[src/rtl/tpd_pkg.sv]
// package: widths, constants, state and control types for the ternary dot product
package tpd_pkg;

    localparam int ACT_WIDTH = 16;
    localparam int LANES     = 5;
    localparam int BYTE_W    = 8;
    localparam int CNT_W     = 3;
    localparam int BSCALE_W  = 16;
    localparam int TSCALE_W  = 32;
    localparam int PROD_W    = ACT_WIDTH + 1;
    localparam int LSUM_W    = PROD_W + $clog2(LANES);
    localparam int BSUM_W    = 25;
    localparam int BPROD_W   = BSUM_W + BSCALE_W;
    localparam int RSUM_W    = 46;
    localparam int OUT_W     = 48;
    localparam int LO_W      = RSUM_W / 2;
    localparam int HI_W      = RSUM_W - LO_W;
    localparam int PLO_W     = LO_W + 1 + TSCALE_W;
    localparam int PHI_W     = HI_W + TSCALE_W;
    localparam int FULL_W    = RSUM_W + TSCALE_W;
    localparam int FRAC_W    = 24;
    localparam int SHIFT_W   = FULL_W - FRAC_W;

    localparam logic signed [TSCALE_W-1:0] TSCALE_RST = TSCALE_W'(32'sd16777216);

    // powers of three that rotate each trit into the top of the byte
    localparam logic [BYTE_W-1:0] POW3 [LANES] = '{8'd1, 8'd3, 8'd9, 8'd27, 8'd81};

    typedef logic signed [PROD_W-1:0] t_prod;
    typedef logic signed [ACT_WIDTH-1:0] t_act;

    typedef enum logic [2:0] {
        ST_RUN,
        ST_BMUL,
        ST_RADD,
        ST_RMUL_LO,
        ST_RMUL_HI,
        ST_RCOMB,
        ST_EMIT
    } t_state;

    typedef struct packed {
        logic merge;
        logic bmul;
        logic radd;
        logic rclear;
    } t_acc_ctrl;

    typedef struct packed {
        logic mul_lo;
        logic mul_hi;
        logic comb;
    } t_rs_ctrl;

endpackage

[src/rtl/tpd_accum.sv]
// block sum merge of the lane products, block scaling and row sum
module tpd_accum (
    input  logic                                   i_clk,
    input  logic                                   i_rst_n,
    input  tpd_pkg::t_acc_ctrl                     i_ctrl,
    input  tpd_pkg::t_prod                         i_prod [tpd_pkg::LANES],
    input  logic signed [tpd_pkg::BSCALE_W-1:0]    i_bscale,
    output logic signed [tpd_pkg::RSUM_W-1:0]      o_row_sum
);
    localparam int BS = tpd_pkg::BSUM_W;
    localparam int RS = tpd_pkg::RSUM_W;
    // room for the block sum plus a full lane total at any activation width
    localparam int BW = ((tpd_pkg::LSUM_W > BS) ? tpd_pkg::LSUM_W : BS) + 1;

    logic signed [tpd_pkg::LSUM_W-1:0]  lane_total;
    logic signed [BW-1:0]               bsum_wide;
    logic [BW-BS:0]                     bsum_top;
    logic signed [BS-1:0]               bsum_sat;
    logic signed [RS:0]                 rsum_wide;
    logic signed [RS-1:0]               rsum_sat;
    logic signed [BS-1:0]               r_block_sum;
    logic signed [RS-1:0]               r_row_sum;
    logic signed [tpd_pkg::BPROD_W-1:0] r_bprod;

    always_comb begin
        lane_total = '0;
        for (int k = 0; k < tpd_pkg::LANES; k++) begin
            lane_total = lane_total + tpd_pkg::LSUM_W'(i_prod[k]);
        end
        bsum_wide = BW'(r_block_sum) + BW'(lane_total);
        bsum_top  = bsum_wide[BW-1:BS-1];
        if (!((&bsum_top) || !(|bsum_top))) begin
            bsum_sat = bsum_wide[BW-1] ? {1'b1, {(BS-1){1'b0}}} : {1'b0, {(BS-1){1'b1}}};
        end else begin
            bsum_sat = bsum_wide[BS-1:0];
        end
        rsum_wide = (RS+1)'(r_row_sum) + (RS+1)'(r_bprod);
        if (rsum_wide[RS] != rsum_wide[RS-1]) begin
            rsum_sat = rsum_wide[RS] ? {1'b1, {(RS-1){1'b0}}} : {1'b0, {(RS-1){1'b1}}};
        end else begin
            rsum_sat = rsum_wide[RS-1:0];
        end
    end

    always_ff @(posedge i_clk) begin
        if (!i_rst_n) begin
            r_block_sum <= '0;
            r_row_sum   <= '0;
        end else begin
            if (i_ctrl.merge) begin
                r_block_sum <= bsum_sat;
            end else if (i_ctrl.bmul) begin
                r_block_sum <= '0;
            end
            if (i_ctrl.radd) begin
                r_row_sum <= rsum_sat;
            end else if (i_ctrl.rclear) begin
                r_row_sum <= '0;
            end
        end
    end

    always_ff @(posedge i_clk) begin
        if (i_ctrl.bmul) begin
            r_bprod <= r_block_sum * i_bscale;
        end
    end

    assign o_row_sum = r_row_sum;
endmodule

[config.mk]
export PLATFORM = sky130hd
export DESIGN_NAME = tpd_accum
export DESIGN_NICKNAME = d
export VERILOG_FILES = /design/src/rtl/tpd_pkg.sv /design/src/rtl/tpd_accum.sv
export SDC_FILE = /design/constraint.sdc
export NUM_CORES = 2
export LEC_CHECK = 0
export BUFFER_PORTS_ARGS = -buffer_cell sky130_fd_sc_hd__buf_2
export CAP_MARGIN = 0
export CORE_ASPECT_RATIO = 0.75
export CORE_UTILIZATION = 27
export CTS_CLUSTER_DIAMETER = 40
export DETAILED_ROUTE_END_ITERATION = 16
export SLEW_MARGIN = 10
export SYNTH_ARGS = -nofsm -noshare
export SYNTH_HDL_FRONTEND = slang
export SYNTH_SLANG_ARGS = --single-unit
export TNS_END_PERCENT = 10
[constraint.sdc]
create_clock -name i_clk -period 8.15 [get_ports i_clk]
set_input_delay 1.63 -clock i_clk [delete_from_list [all_inputs] [get_ports i_clk]]
set_output_delay 1.63 -clock i_clk [all_outputs]
set_load 0.005 [all_outputs]
==> reports/metrics.cfg <==
[run_status]
status = finished, final reports clean

[floorplan]
die_area_um2 = 89100
rows = 93
die_w_um = 344
die_y_um = 259
io_pins = 153
initial_core_util_pct = 27.5
coreArea_um2 = 86500

[setup_path]
rr_worst_depth = 22
crit_path_end_kind = flop
slowest_delay_ns = 0.55
cp_max_fo = 17
arrival_ns = 7.96
reg2reg_slack_ns = 1.04
path_delay_family = adder cells
critPathBufInv = 4
cpMostUsedCell = fa_1
r2r-start = r_block_sum[12]
worstPathCellList = buf_2 > buf_4 > nand2_1 > fa_1 > fa_1 > fa_1 > fa_1 > inv_1 > fa_1 > fa_1 > ha_1 > and3_1 > nand3_1 > a2111o_1 > a21oi_1 > o21ai_0 > buf_4 > o21ai_0 > a21oi_1 > o31ai_1 > a21oi_1 > xnor2_1
start_kind = input pin
rr_endpoint = r_bprod[40]
crit_slowest_cell = fa_1
required_ns = 8.30
crit_type = input pin to flop

[sta]
tns_ns = 0
setup_viol = 0
max_freq_mhz = 128
period_share_pct = 95.8
worst_pin_slew_ns = 0.960
rsz0062_at_grt = false
relSlewSlack_pct = 36.0
skew_ns = 0.00995
final-max-slew-violation-count = 0
hold_viol_final = 0
min_period_ns = 7.81

[routing]
num_vias = 17500
routedWlPerCell_um = 15.1
drtPass1Iterations = 5
wirelength_mm = 59.0
drtIter0Drc = 872
avgViaCountPerCell = 4.49
drc = 0
ant_nets = 0

[layout]
drive_above_1_share_pct = 9.29
multiInputGateArea_um2 = 18500
postLayoutCellArea_um2 = 26400
regArea_um2 = 2650
layout.nets = 3517
syn2layout_area_growth_pct = 11.3
antenna_cells = 0
n_fill_cell = 9065

[clocking]
hold_buffers = 0
clk_pin_slew_ns = 0.09
clock-sinks = 112
insertion_delay_ns = 0.40
clockBufferDepth = 2
cts_setup_buffers = 0
cts_root_buffer = clkbuf_16
cts_max_level = 3
cts_tree = built
cts_resized = 0
numCtsBuffers = 9

[worst_hold_path]
worstHoldEndpoint = o_row_sum[42]
min_path_cells = 2
holdCritPathClass = flop to flop
min-delay-start = o_row_sum[42]

[placed_design]
io_buffers = 152
dp_hpwl_mm = 50.1
gp_congestion = 0.845
place_area_um2 = 26100

[logic_synthesis]
yosysSeqAreaShare_pct = 11.2
synth_cell_types = 63
yosys_register_bits = 112
synth-edff-count = 41
ys_warn_count = 0
synth_ff_type = dfxtp_1
syn-instance-count = 2627
synth_area_um2 = 23700
synth-async-reset-ratio_pct = 0
syn_nets = 3384
syn_avg_cell_area_um2 = 9.04

[global_route]
first_global_vias = 18000
grt_pass1_wl_mm = 97.8
overflow = 0
grt_max_degree = 46
grtUsageTotal_pct = 13.8
antenna_found_initial = 3

[flow_run]
drv_cap = 0

through the flow:
| step | hold WS, ns | instances | util (%) | worst slack (ns) |
|---|---|---|---|---|
| finish | 0.469 | 3905 | 30.6 | 0.338 |
| global route | 0.490 | 3905 | 30.6 | 0.121 |
| CTS | 0.473 | 3905 | 30.5 | 0.467 |
| detailed placement | 0.459 | 3889 | 30.2 | 0.0553 |
| global placement | 0.455 | 3889 | 30.2 | 0.138 |
| floorplan | 0.460 | 2627 | - | 0.529 |
layout make-up:
class | count | share of cell area (%)
clock buffer | 9 | 0.853
clock inverter | 7 | 0.379
inverter | 585 | 8.31
multi-input combinational | 1833 | 70.1
sequential | 112 | 10.0
tap | 1140 | 5.40
timing repair buffer | 219 | 4.88
worst max-delay path by stage:
stage	slack, ns	endpoint	start	depth (start not counted)
6_report	0.34	r_bprod[40]	i_bscale[1]	22
2_1_floorplan	0.53	r_bprod[38]	i_bscale[1]	23
3_5_place_dp	0.06	r_bprod[40]	i_bscale[1]	22
4_1_cts	0.47	r_bprod[40]	i_bscale[1]	22
5_1_grt	0.12	r_bprod[40]	i_bscale[1]	26
3_3_place_gp	0.14	r_bprod[38]	i_bscale[1]	24
cell usage after synthesis, types with 9 or more instances:
cell type / instances / share of area, %
xor2_1: 33 / 1.2
a221o_1: 26 / 1.1
edfxtp_1: 41 / 5.2
ha_1: 170 / 9.0
o21ai_1: 34 / 0.72
nor2b_1: 14 / 0.37
dfxtp_1: 71 / 6.0
a21oi_1: 106 / 2.2
nor3_1: 14 / 0.30
o21bai_1: 13 / 0.41
o21ai_0: 57 / 1.2
inv_1: 585 / 9.2
a31oi_1: 9 / 0.24
nand2_1: 322 / 5.1
clkbuf_1: 88 / 1.4
a21o_1: 62 / 2.0
nand3_1: 20 / 0.42
o21a_1: 15 / 0.47
nor2_1: 103 / 1.6
nand2b_1: 12 / 0.32
and2_1: 165 / 4.3
fa_1: 480 / 40
nand4_1: 11 / 0.29
and3_1: 10 / 0.26
xnor2_1: 74 / 2.7
registers in the layout, summed over array words and instances (netlist names):
name         flops
o_row_sum       46
r_bprod         41
r_block_sum     25
cells in the final DEF, fill, tap and decap left out, drive strengths merged, types with 3 or more instances in the layout:
master,n
a21o,62
o31ai,5
a221o,26
fa,480
inv,588
dfxtp,71
maj3,4
and2,166
and4,6
a31oi,9
or3,3
o21ai,92
o21a,15
nor3,14
o21bai,13
nor3b,5
nand4,11
a221oi,4
nand3,20
nand2b,12
a21boi,4
xnor2,77
ha,170
edfxtp,41
clkbuf,9
buf,219
nand2,322
or2,3
xor2,33
clkinv,3
a41oi,5
nor2b,14
nor2,103
and3,10
o211ai,9
a21oi,108
a211oi,10
kinds of logic (layout without fill, tap and decap cells):
group / after synthesis / in the layout / synth area share (%)
and+or+nand+nor: 690 / 690 / 13.6
DFF: 112 / 112 / 11.2
AOI/OAI and AO/OA: 379 / 379 / 10.5
xor gates and xnor gates: 110 / 110 / 4.20
adders and majority gates: 654 / 654 / 49.6
buffers and inverters: 682 / 820 / 10.9
worst min-delay path, cell delays in order, from the launching register on:
cell and delay (ns):
dfxtp_1 0.33, nand2_1 0.05, o21ai_1 0.05
per-layer routing:
metal / GRT usage, % / part of all wire, % / vias up
met5: 0 / 0.051 / -
met4: 2.51 / 1.4 / 6
met3: 1.75 / 4.0 / 53
met2: 22.2 / 47 / 337
met1: 19.9 / 47 / 8803
li1: - / - / 8341
Power is not shown: default switching activity piles up to over one toggle a cycle in this logic, so the estimate is an artifact.
