`config.mk`:
```
export PLATFORM = sky130hd
export DESIGN_NAME = tpd_lane
export DESIGN_NICKNAME = d
export VERILOG_FILES = /design/src/rtl/tpd_pkg.sv /design/src/rtl/tpd_lane.sv
export SDC_FILE = /design/constraint.sdc
export NUM_CORES = 1
export LEC_CHECK = 0
export BUFFER_PORTS_ARGS = -buffer_cell sky130_fd_sc_hd__buf_4
export CAP_MARGIN = 5
export CORE_MARGIN = 5
export CORE_UTILIZATION = 57
export CTS_CLUSTER_DIAMETER = 60
export DETAILED_ROUTE_END_ITERATION = 8
export GPL_TIMING_DRIVEN = 1
export PLACE_DENSITY = 0.93
export SYNTH_ARGS = -nofsm -noshare
export SYNTH_HDL_FRONTEND = slang
export SYNTH_SLANG_ARGS = --single-unit
```
`constraint.sdc`:
```
create_clock -name i_clk -period 16 [get_ports i_clk]
set_input_delay 2.4 -clock i_clk [delete_from_list [all_inputs] [get_ports i_clk]]
set_output_delay 2.4 -clock i_clk [all_outputs]
set_load 0.1 [all_outputs]
```
`src/rtl/tpd_pkg.sv`:
```
// package: widths, constants, state and control types for the ternary dot product
package tpd_pkg;

    localparam int ACT_WIDTH = 16;
    localparam int LANES     = 5;
    localparam int BYTE_W    = 8;
    localparam int CNT_W     = 3;
    localparam int BSCALE_W  = 16;
    localparam int TSCALE_W  = 32;
    localparam int PROD_W    = ACT_WIDTH + 1;
    localparam int LSUM_W    = PROD_W + $clog2(LANES);
    localparam int BSUM_W    = 25;
    localparam int BPROD_W   = BSUM_W + BSCALE_W;
    localparam int RSUM_W    = 46;
    localparam int OUT_W     = 48;
    localparam int LO_W      = RSUM_W / 2;
    localparam int HI_W      = RSUM_W - LO_W;
    localparam int PLO_W     = LO_W + 1 + TSCALE_W;
    localparam int PHI_W     = HI_W + TSCALE_W;
    localparam int FULL_W    = RSUM_W + TSCALE_W;
    localparam int FRAC_W    = 24;
    localparam int SHIFT_W   = FULL_W - FRAC_W;

    localparam logic signed [TSCALE_W-1:0] TSCALE_RST = TSCALE_W'(32'sd16777216);

    // powers of three that rotate each trit into the top of the byte
    localparam logic [BYTE_W-1:0] POW3 [LANES] = '{8'd1, 8'd3, 8'd9, 8'd27, 8'd81};

    typedef logic signed [PROD_W-1:0] t_prod;
    typedef logic signed [ACT_WIDTH-1:0] t_act;

    typedef enum logic [2:0] {
        ST_RUN,
        ST_BMUL,
        ST_RADD,
        ST_RMUL_LO,
        ST_RMUL_HI,
        ST_RCOMB,
        ST_EMIT
    } t_state;

    typedef struct packed {
        logic merge;
        logic bmul;
        logic radd;
        logic rclear;
    } t_acc_ctrl;

    typedef struct packed {
        logic mul_lo;
        logic mul_hi;
        logic comb;
    } t_rs_ctrl;

endpackage

```
`src/rtl/tpd_lane.sv`:
```
// one lane: decodes a trit and registers weight times activation
module tpd_lane (
    input  logic                            i_clk,
    input  logic                            i_load,
    input  logic [tpd_pkg::BYTE_W-1:0]      i_weight_byte,
    input  logic [tpd_pkg::BYTE_W-1:0]      i_pow3,
    input  logic                            i_used,
    input  tpd_pkg::t_act                   i_act,
    output tpd_pkg::t_prod                  o_prod
);
    logic [2*tpd_pkg::BYTE_W-1:0] rot_full;
    logic [tpd_pkg::BYTE_W-1:0]   rot;
    logic [tpd_pkg::BYTE_W+1:0]   times3;
    logic [1:0]                   trit;
    tpd_pkg::t_prod               act_ext;
    tpd_pkg::t_prod               n_prod;
    tpd_pkg::t_prod               r_prod;

    always_comb begin
        rot_full = i_weight_byte * i_pow3;
        rot      = rot_full[tpd_pkg::BYTE_W-1:0];
        times3   = {2'b00, rot} + {1'b0, rot, 1'b0};
        // top two bits of 3*rot are the trit, 0..2
        trit     = times3[tpd_pkg::BYTE_W+1:tpd_pkg::BYTE_W];
        act_ext  = tpd_pkg::PROD_W'(i_act);
        n_prod   = '0;
        if (i_used) begin
            case (trit)
                2'd0:    n_prod = -act_ext;
                2'd2:    n_prod = act_ext;
                default: n_prod = '0;
            endcase
        end
    end

    always_ff @(posedge i_clk) begin
        if (i_load) begin
            r_prod <= n_prod;
        end
    end

    assign o_prod = r_prod;
endmodule

```
==> impl_results.md, run 1 <==
- Outcome: finished, final reports clean
- Worst-path cell chain: buf_4 -> and2_1 -> fa_1 -> inv_1 -> fa_1 -> fa_1 -> fa_1 -> xnor2_1 -> xnor2_1 -> xnor3_1 -> xnor3_2 -> inv_1 -> ha_1 -> nand2b_1 -> o31a_1 -> xor2_1 -> nand2_2 -> nor2_1
- Netlist Area Pre-Place: about 2100 um2
- Syn avg cell area: between 9 and 10 um2
- Simple-Gate Fraction of Synth Area: between 10% and 20%
- Most used cell, CP: fa_1
- Largest net degree at the start of global routing: 18
- Max Freq: about 140 MHz
- Min-delay worst type: input port to flop
- Post-synthesis sequential area ratio: about 25%
- Gate Count Post-Synth: 220
- Ratio of cells with drive above 1 in the final layout: between 20% and 30%
- Synth cell types: 30
- Placeable Area: 3420 um2
- Number of nets in the layout: 342
- Gr usage total: a little under a fifth
- Primary FF master, synth: edfxtp_1
- Ports: 52
- Num rows: 21
- Port Buffers: 51
- Hold_buf cts: 0
- Post-CTS Setup Bufs: 0
- Drt wl/cell: around 14 um
- Tcrit/Tclk final: around 44%
- Final Setup Violations: 0
- Warnings from Yosys: 0
- Largest cells by area after synthesis: edfxtp_1, ha_1, fa_1
- Filler instances: roughly 240
- Die width: roughly 70 um
- Area growth, synth to finish: 21.4%
- Xor and xnor area share after synthesis: 14.3%
- Unrepaired setup endpoints after global routing: false
- Post-synth top area share: approximately a quarter
- Via count: approximately 1.7k
- DRC Markers: 0
- Antenna violations before repair: 0
- GP Congestion: 0.901
- Storage cell area: roughly 510 um2
- Biggest area consumer among synthesized cells: edfxtp_1
- Slew HR: between 60 and 70%
- CP max stage cell: ha_1
- Final Max Tran Viols: 0
- Syn Nets: ~290
- Max incr delay on CP: between 0.5 and 0.6 ns
- CTS tree: done
- Detail Route Antenna Nets: 0
- Drt initial violations: just under 90
- Post-synthesis compound-gate area fraction: under 10%
- First-pass GRT wire length: 7530 um
- Vias/cell: around 5.4
- Routed WL: between 4000 and 5000 um
- Max reg flops: 17
- Post-synth EDFFs: 17
- First-pass iteration count of the detailed router: 4
- Sink Count: 17
- Critical Setup Path Class: input port to flop
- Count leader, synth: inv_1
- Crit path required time: roughly 16 ns
- Multi-input logic area: about 1400 um2
- Tmin final: 7.11 ns
- Worst Setup End Kind: flop
- Detailed placement HPWL: ~3800 um
- Chip height: between 70 and 80 um
- Htree depth: 1
- Synth cell count leaders: inv_1, ha_1, and2_1, nor2_1, xnor2_1
- Post-cts repair resize count: 0
- Vias in the first global route: 1,711
- Slew @ Worst Pin: between 0.5 and 0.6 ns
- Fin. Hold Viols: 0
- Largest family of logic cells by synthesized area: adder cells
- #FFs+latches synth: 17
- Die area: roughly 4900 um2
- Total grt overflow: 0
- CP Launch Type: input port
- Max Cap Viol: 0
- Root Driver: clkbuf_4
- Reg clk slew, reported paths: 0.09 ns
- Multiplexer area fraction after synthesis: less than 1%
- Setup TNS: 0 ns
- Synth async-reset ratio: 0%
- Critical Path Fanout Max: 17
- Worst path arrival time: about 7.2 ns
- Initial core utilization: between 60% and 70%
- CTS Buf Count: 3
- Clk buf depth: 2
- Post-synthesis adder-cell area fraction: 26.2%
- # diodes: 0
critical path: cells and delay by family:
family | cells | cell delay [ns]
xor+xnor | 5 | 1.33
compound gates | 1 | 0.14
buf+inv | 3 | 0.31
simple gates | 4 | 0.79
fa+ha+maj | 5 | 2.25
worst paths after layout:
check | cells past startpoint | start | slack, ns | endpoint
worst max-delay path | 18 | i_weight_byte[1] | 8.89 | o_prod[2]
worst min-delay path | 3 | i_act[0] | 2.47 | o_prod[0]
stage by stage:
| stage | hold slack (ns) | utilization [%] | area, um2 | instances | setup WS [ns] |
|---|---|---|---|---|---|
| floorplan | 2.51 | - | 2070 | 220 | 9.26 |
| global placement | 2.74 | 72.6 | 2480 | 312 | 8.85 |
| detailed placement | 2.75 | 72.6 | 2480 | 312 | 8.61 |
| CTS | 2.46 | 73.4 | 2510 | 316 | 8.89 |
| global route | 2.47 | 73.4 | 2510 | 316 | 8.61 |
| finish | 2.47 | 73.4 | 2510 | 316 | 8.89 |
cell type report:
type                            instances  share of cell area (%)
Inverter                               30                    4.49
Clock inverter                          1                   0.200
Multi-Input combinational cell        168                    56.5
Clock buffer                            3                   0.898
Tap cell                               46                    2.29
Sequential cell                        17                    20.3
Timing Repair Buffer                   51                    15.3
cell usage in the layout, fill, tap and decap left out, types with 5 or more instances in the layout:
cell type | netlist | layout
fa_1 | 12 | 12
inv_1 | 30 | 30
nand2_1 | 15 | 15
nor3_1 | 5 | 5
a211oi_1 | 12 | 12
nor2_1 | 22 | 22
and2_1 | 22 | 22
edfxtp_1 | 17 | 17
buf_4 | 0 | 51
xnor2_1 | 22 | 22
ha_1 | 24 | 24
cells by family after synthesis:
family	after synthesis
XOR/XNOR	28
multiplexers	2
buffers and inverters	35
flip-flops	17
adder cells (fa/ha/maj)	36
AND/OR/NAND/NOR	77
AO/OA/AOI/OAI	25
routing by layer:
layer,vias up,track usage (%),wire length [um]
met4,0,5.74,59
li1,832,-,-
met1,804,23.6,1860
met2,69,32.3,2220
met5,-,0,0
met3,8,3.30,300
Power of run 1 is not shown: default switching activity piles up to over one toggle a cycle in this logic, so the estimate is an artifact.
==> run 2: changes to the inputs <==
--- a/config.mk
+++ b/config.mk
@@ -5,14 +5,15 @@
 export SDC_FILE = /design/constraint.sdc
 export NUM_CORES = 1
 export LEC_CHECK = 0
+export ABC_AREA = 1
 export BUFFER_PORTS_ARGS = -buffer_cell sky130_fd_sc_hd__buf_4
 export CAP_MARGIN = 5
 export CORE_MARGIN = 5
-export CORE_UTILIZATION = 57
+export CORE_UTILIZATION = 55
 export CTS_CLUSTER_DIAMETER = 60
 export DETAILED_ROUTE_END_ITERATION = 8
 export GPL_TIMING_DRIVEN = 1
-export PLACE_DENSITY = 0.93
+export PLACE_DENSITY = 0.89
 export SYNTH_ARGS = -nofsm -noshare
 export SYNTH_HDL_FRONTEND = slang
 export SYNTH_SLANG_ARGS = --single-unit
==> constraint.sdc (replaced) <==
create_clock -name i_clk -period 6.69 [get_ports i_clk]
set_input_delay 1.0035 -clock i_clk [delete_from_list [all_inputs] [get_ports i_clk]]
set_output_delay 1.0035 -clock i_clk [all_outputs]
set_load 0.1 [all_outputs]
==> impl_results.md, run 2 <==
- Crit path required time: between 6 and 7 ns
- Ports: 52
- Reg clk slew, reported paths: about 0.070 ns
- Post-synth top area share: roughly 22%
- Largest net degree at the start of global routing: 20
- Largest cells by area after synthesis: edfxtp_1, nand2_1, ha_1
- First-pass iteration count of the detailed router: 5
- CTS tree: done
- Sw Share: just under 60%
- Total grt overflow: 0
- Pint: 0.504 mW
- #FFs+latches synth: 17
- Die width: between 70 and 80 um
- Ratio of cells with drive above 1 in the final layout: approximately 18%
- DRC Markers: 0
- Most frequent cells in the layout: nand2_1, inv_1, buf_4, nor2_1, ha_1
- Max reg flops: 17
- Max Cap Viol: 0
- Final cell count without fillers: 430
- Placeable Area: approximately 4000 um2
- Antenna violations before repair: 0
- Tmin final: about 5.7 ns
- GP Congestion: between 0.8 and 0.9
- Primary FF master, synth: edfxtp_1
- # diodes: 0
- Post-CTS Setup Bufs: 0
- Most used cell, CP: nand2_1
- Worst Path Buf+Inv: 5
- Seq pwr share: approximately 16%
- Synth cell count leaders: nand2_1, inv_1, nor2_1
- Final Max Tran Viols: 0
- Dpl cells: 426
- Slew @ Worst Pin: approximately 0.54 ns
- Post-synthesis sequential area ratio: 22.2%
- Drt initial violations: 102
- Clock power share: under 10%
- Met3 Resource Use GR: 2.27%
- Chip height: around 75 um
- Slew HR: 63.8%
- Max Freq: approximately 180 MHz
- GR Layer Usage met1: roughly a fifth
- Worst path arrival time: approximately 5.7 ns
- Area growth, synth to finish: 19.6%
- Vias/cell: 5.23
- Number of nets in the layout: about 450
- Die area: between 5000 and 6000 um2
- Via count: around 2.2k
- Worst vdd ir: around 0.19 mV
- Most Crowded Layer GR: met2
- Fin. Hold Viols: 0
- Count leader, synth: nand2_1
- Max incr delay on CP: between 0.5 and 0.6 ns
- Gr usage total: approximately 20%
- Critical path's top delay family: adder cells
- Critical Path Fanout Max: 19
- Drt wl/cell: around 13 um
- M2 GR Usage: about two fifths
- Gate Count Post-Synth: 331
- Worst Setup End Kind: flop
- Minimum hold slack: 1.09 ns
- Outcome: finished, final reports clean
- Post-synth EDFFs: 17
- Vias in the first global route: 2,162
- Synth cell types: 28
- Port Buffers: between 50 and 60
- Tot Pwr: between 1 and 1.5 mW
- Sink Count: 17
- Num rows: 23
- Combinational Power Share: roughly 78%
- Post-layout util: roughly 70%
- Leakage: 1.63 nW
- Warnings from Yosys: 0
- Syn Nets: about 400
- Biggest area consumer among synthesized cells: edfxtp_1
- Min-delay worst type: input port to flop
- Pwr Density: approximately 450 nW/um2
- Initial core utilization: 57.1%
- CP max stage cell: fa_1
- Htree depth: 1
- Sw Pwr: between 0.7 and 0.8 mW
- Commonest non-fill, non-tap cell in the layout: nand2_1
- Detailed placement HPWL: ~4600 um
- Tcrit/Tclk final: a little under nine tenths
- Final Setup Violations: 0
- Setup TNS: 0 ns
- Synth async-reset ratio: 0%
- Netlist Area Pre-Place: ~2300 um2
- Root Driver: clkbuf_8
- Detail Route Antenna Nets: 0
- Clk buf depth: 2
- First-pass GRT wire length: between 8000 and 9000 um
- CP Launch Type: input port
- Post-cts repair resize count: 0
- Hold_buf cts: 0
- CTS Buf Count: 3
- Syn avg cell area: ~7 um2
- Routed WL: roughly 5500 um
- Unrepaired setup endpoints after global routing: false
- Critical Setup Path Class: input port to flop
## run 2: cell count changes after synthesis, moves of 4 or more
cell and delta:
nor2_1 +6, nand2_1 +75, nand3_1 +17, o21ai_0 +4
nor3_1 +4, a211oi_1 -12, xnor2_1 -15, nand2b_1 -4
a21oi_1 +9, nor3b_1 +4, inv_1 +45, and2_1 -22
## run 2: metal layers
layer | part of all wire (%) | up-vias
met5 | 0 | -
met4 | 1.5 | 0
met3 | 6.3 | 12
met2 | 54 | 72
met1 | 38 | 1043
li1 | - | 1120
## run 2: final timing paths
check / start / to / slack [ns] / cells past startpoint
max: i_weight_byte[1] / o_prod[6] / 1.0 / 27
min: i_act[13] / o_prod[13] / 1.09 / 3
## run 2: layout make-up
| type | instances | area, um2 |
|---|---|---|
| tap | 50 | 62.6 |
| inverter | 78 | 293 |
| multi-input combinational | 230 | 1460 |
| timing repair buffer | 51 | 383 |
| fill | 346 | 1280 |
| clock inverter | 1 | 5.00 |
| clock buffer | 3 | 41.3 |
| sequential | 17 | 510 |
## run 2: logic make-up (layout without fill, tap and decap cells)
group | after synthesis | in the layout | synth area share (%)
AO/OA/AOI/OAI | 22 | 22 | 5.16
XOR/XNOR | 9 | 9 | 3.42
adder cells (fa/ha/maj) | 36 | 36 | 23.5
buffers and inverters | 84 | 133 | 14.5
flip-flops | 17 | 17 | 22.2
AND/OR/NAND/NOR | 163 | 163 | 31.2
## run 2: power groups by stage
stage | Clock [mW] | Combinational (mW) | Sequential, mW
3_3_place_gp | 0 | 0.922 | 0.195
5_1_grt | 0.0832 | 1.04 | 0.199
3_5_place_dp | 0 | 0.958 | 0.198
6_report | 0.0778 | 0.965 | 0.195
4_1_cts | 0.0775 | 0.962 | 0.196
2_1_floorplan | 0 | 0.474 | 0.509
## run 2: tightest hold or removal path, delay by kind of cell
family / cells / cell delay [ns]
buffers and inverters: 1 / 0.09
XOR/XNOR: 1 / 0.06
AND/OR/NAND/NOR: 1 / 0.07
## run 2: stage by stage
stage | setup WS (ns) | instance area (um2)
CTS | 0.991 | 2750
detailed placement | 0.731 | 2710
global route | 0.562 | 2750
finish | 0.998 | 2750
global placement | 0.863 | 2710
floorplan | 1.06 | 2300
Note: power is estimated with default switching activity, not from simulation.
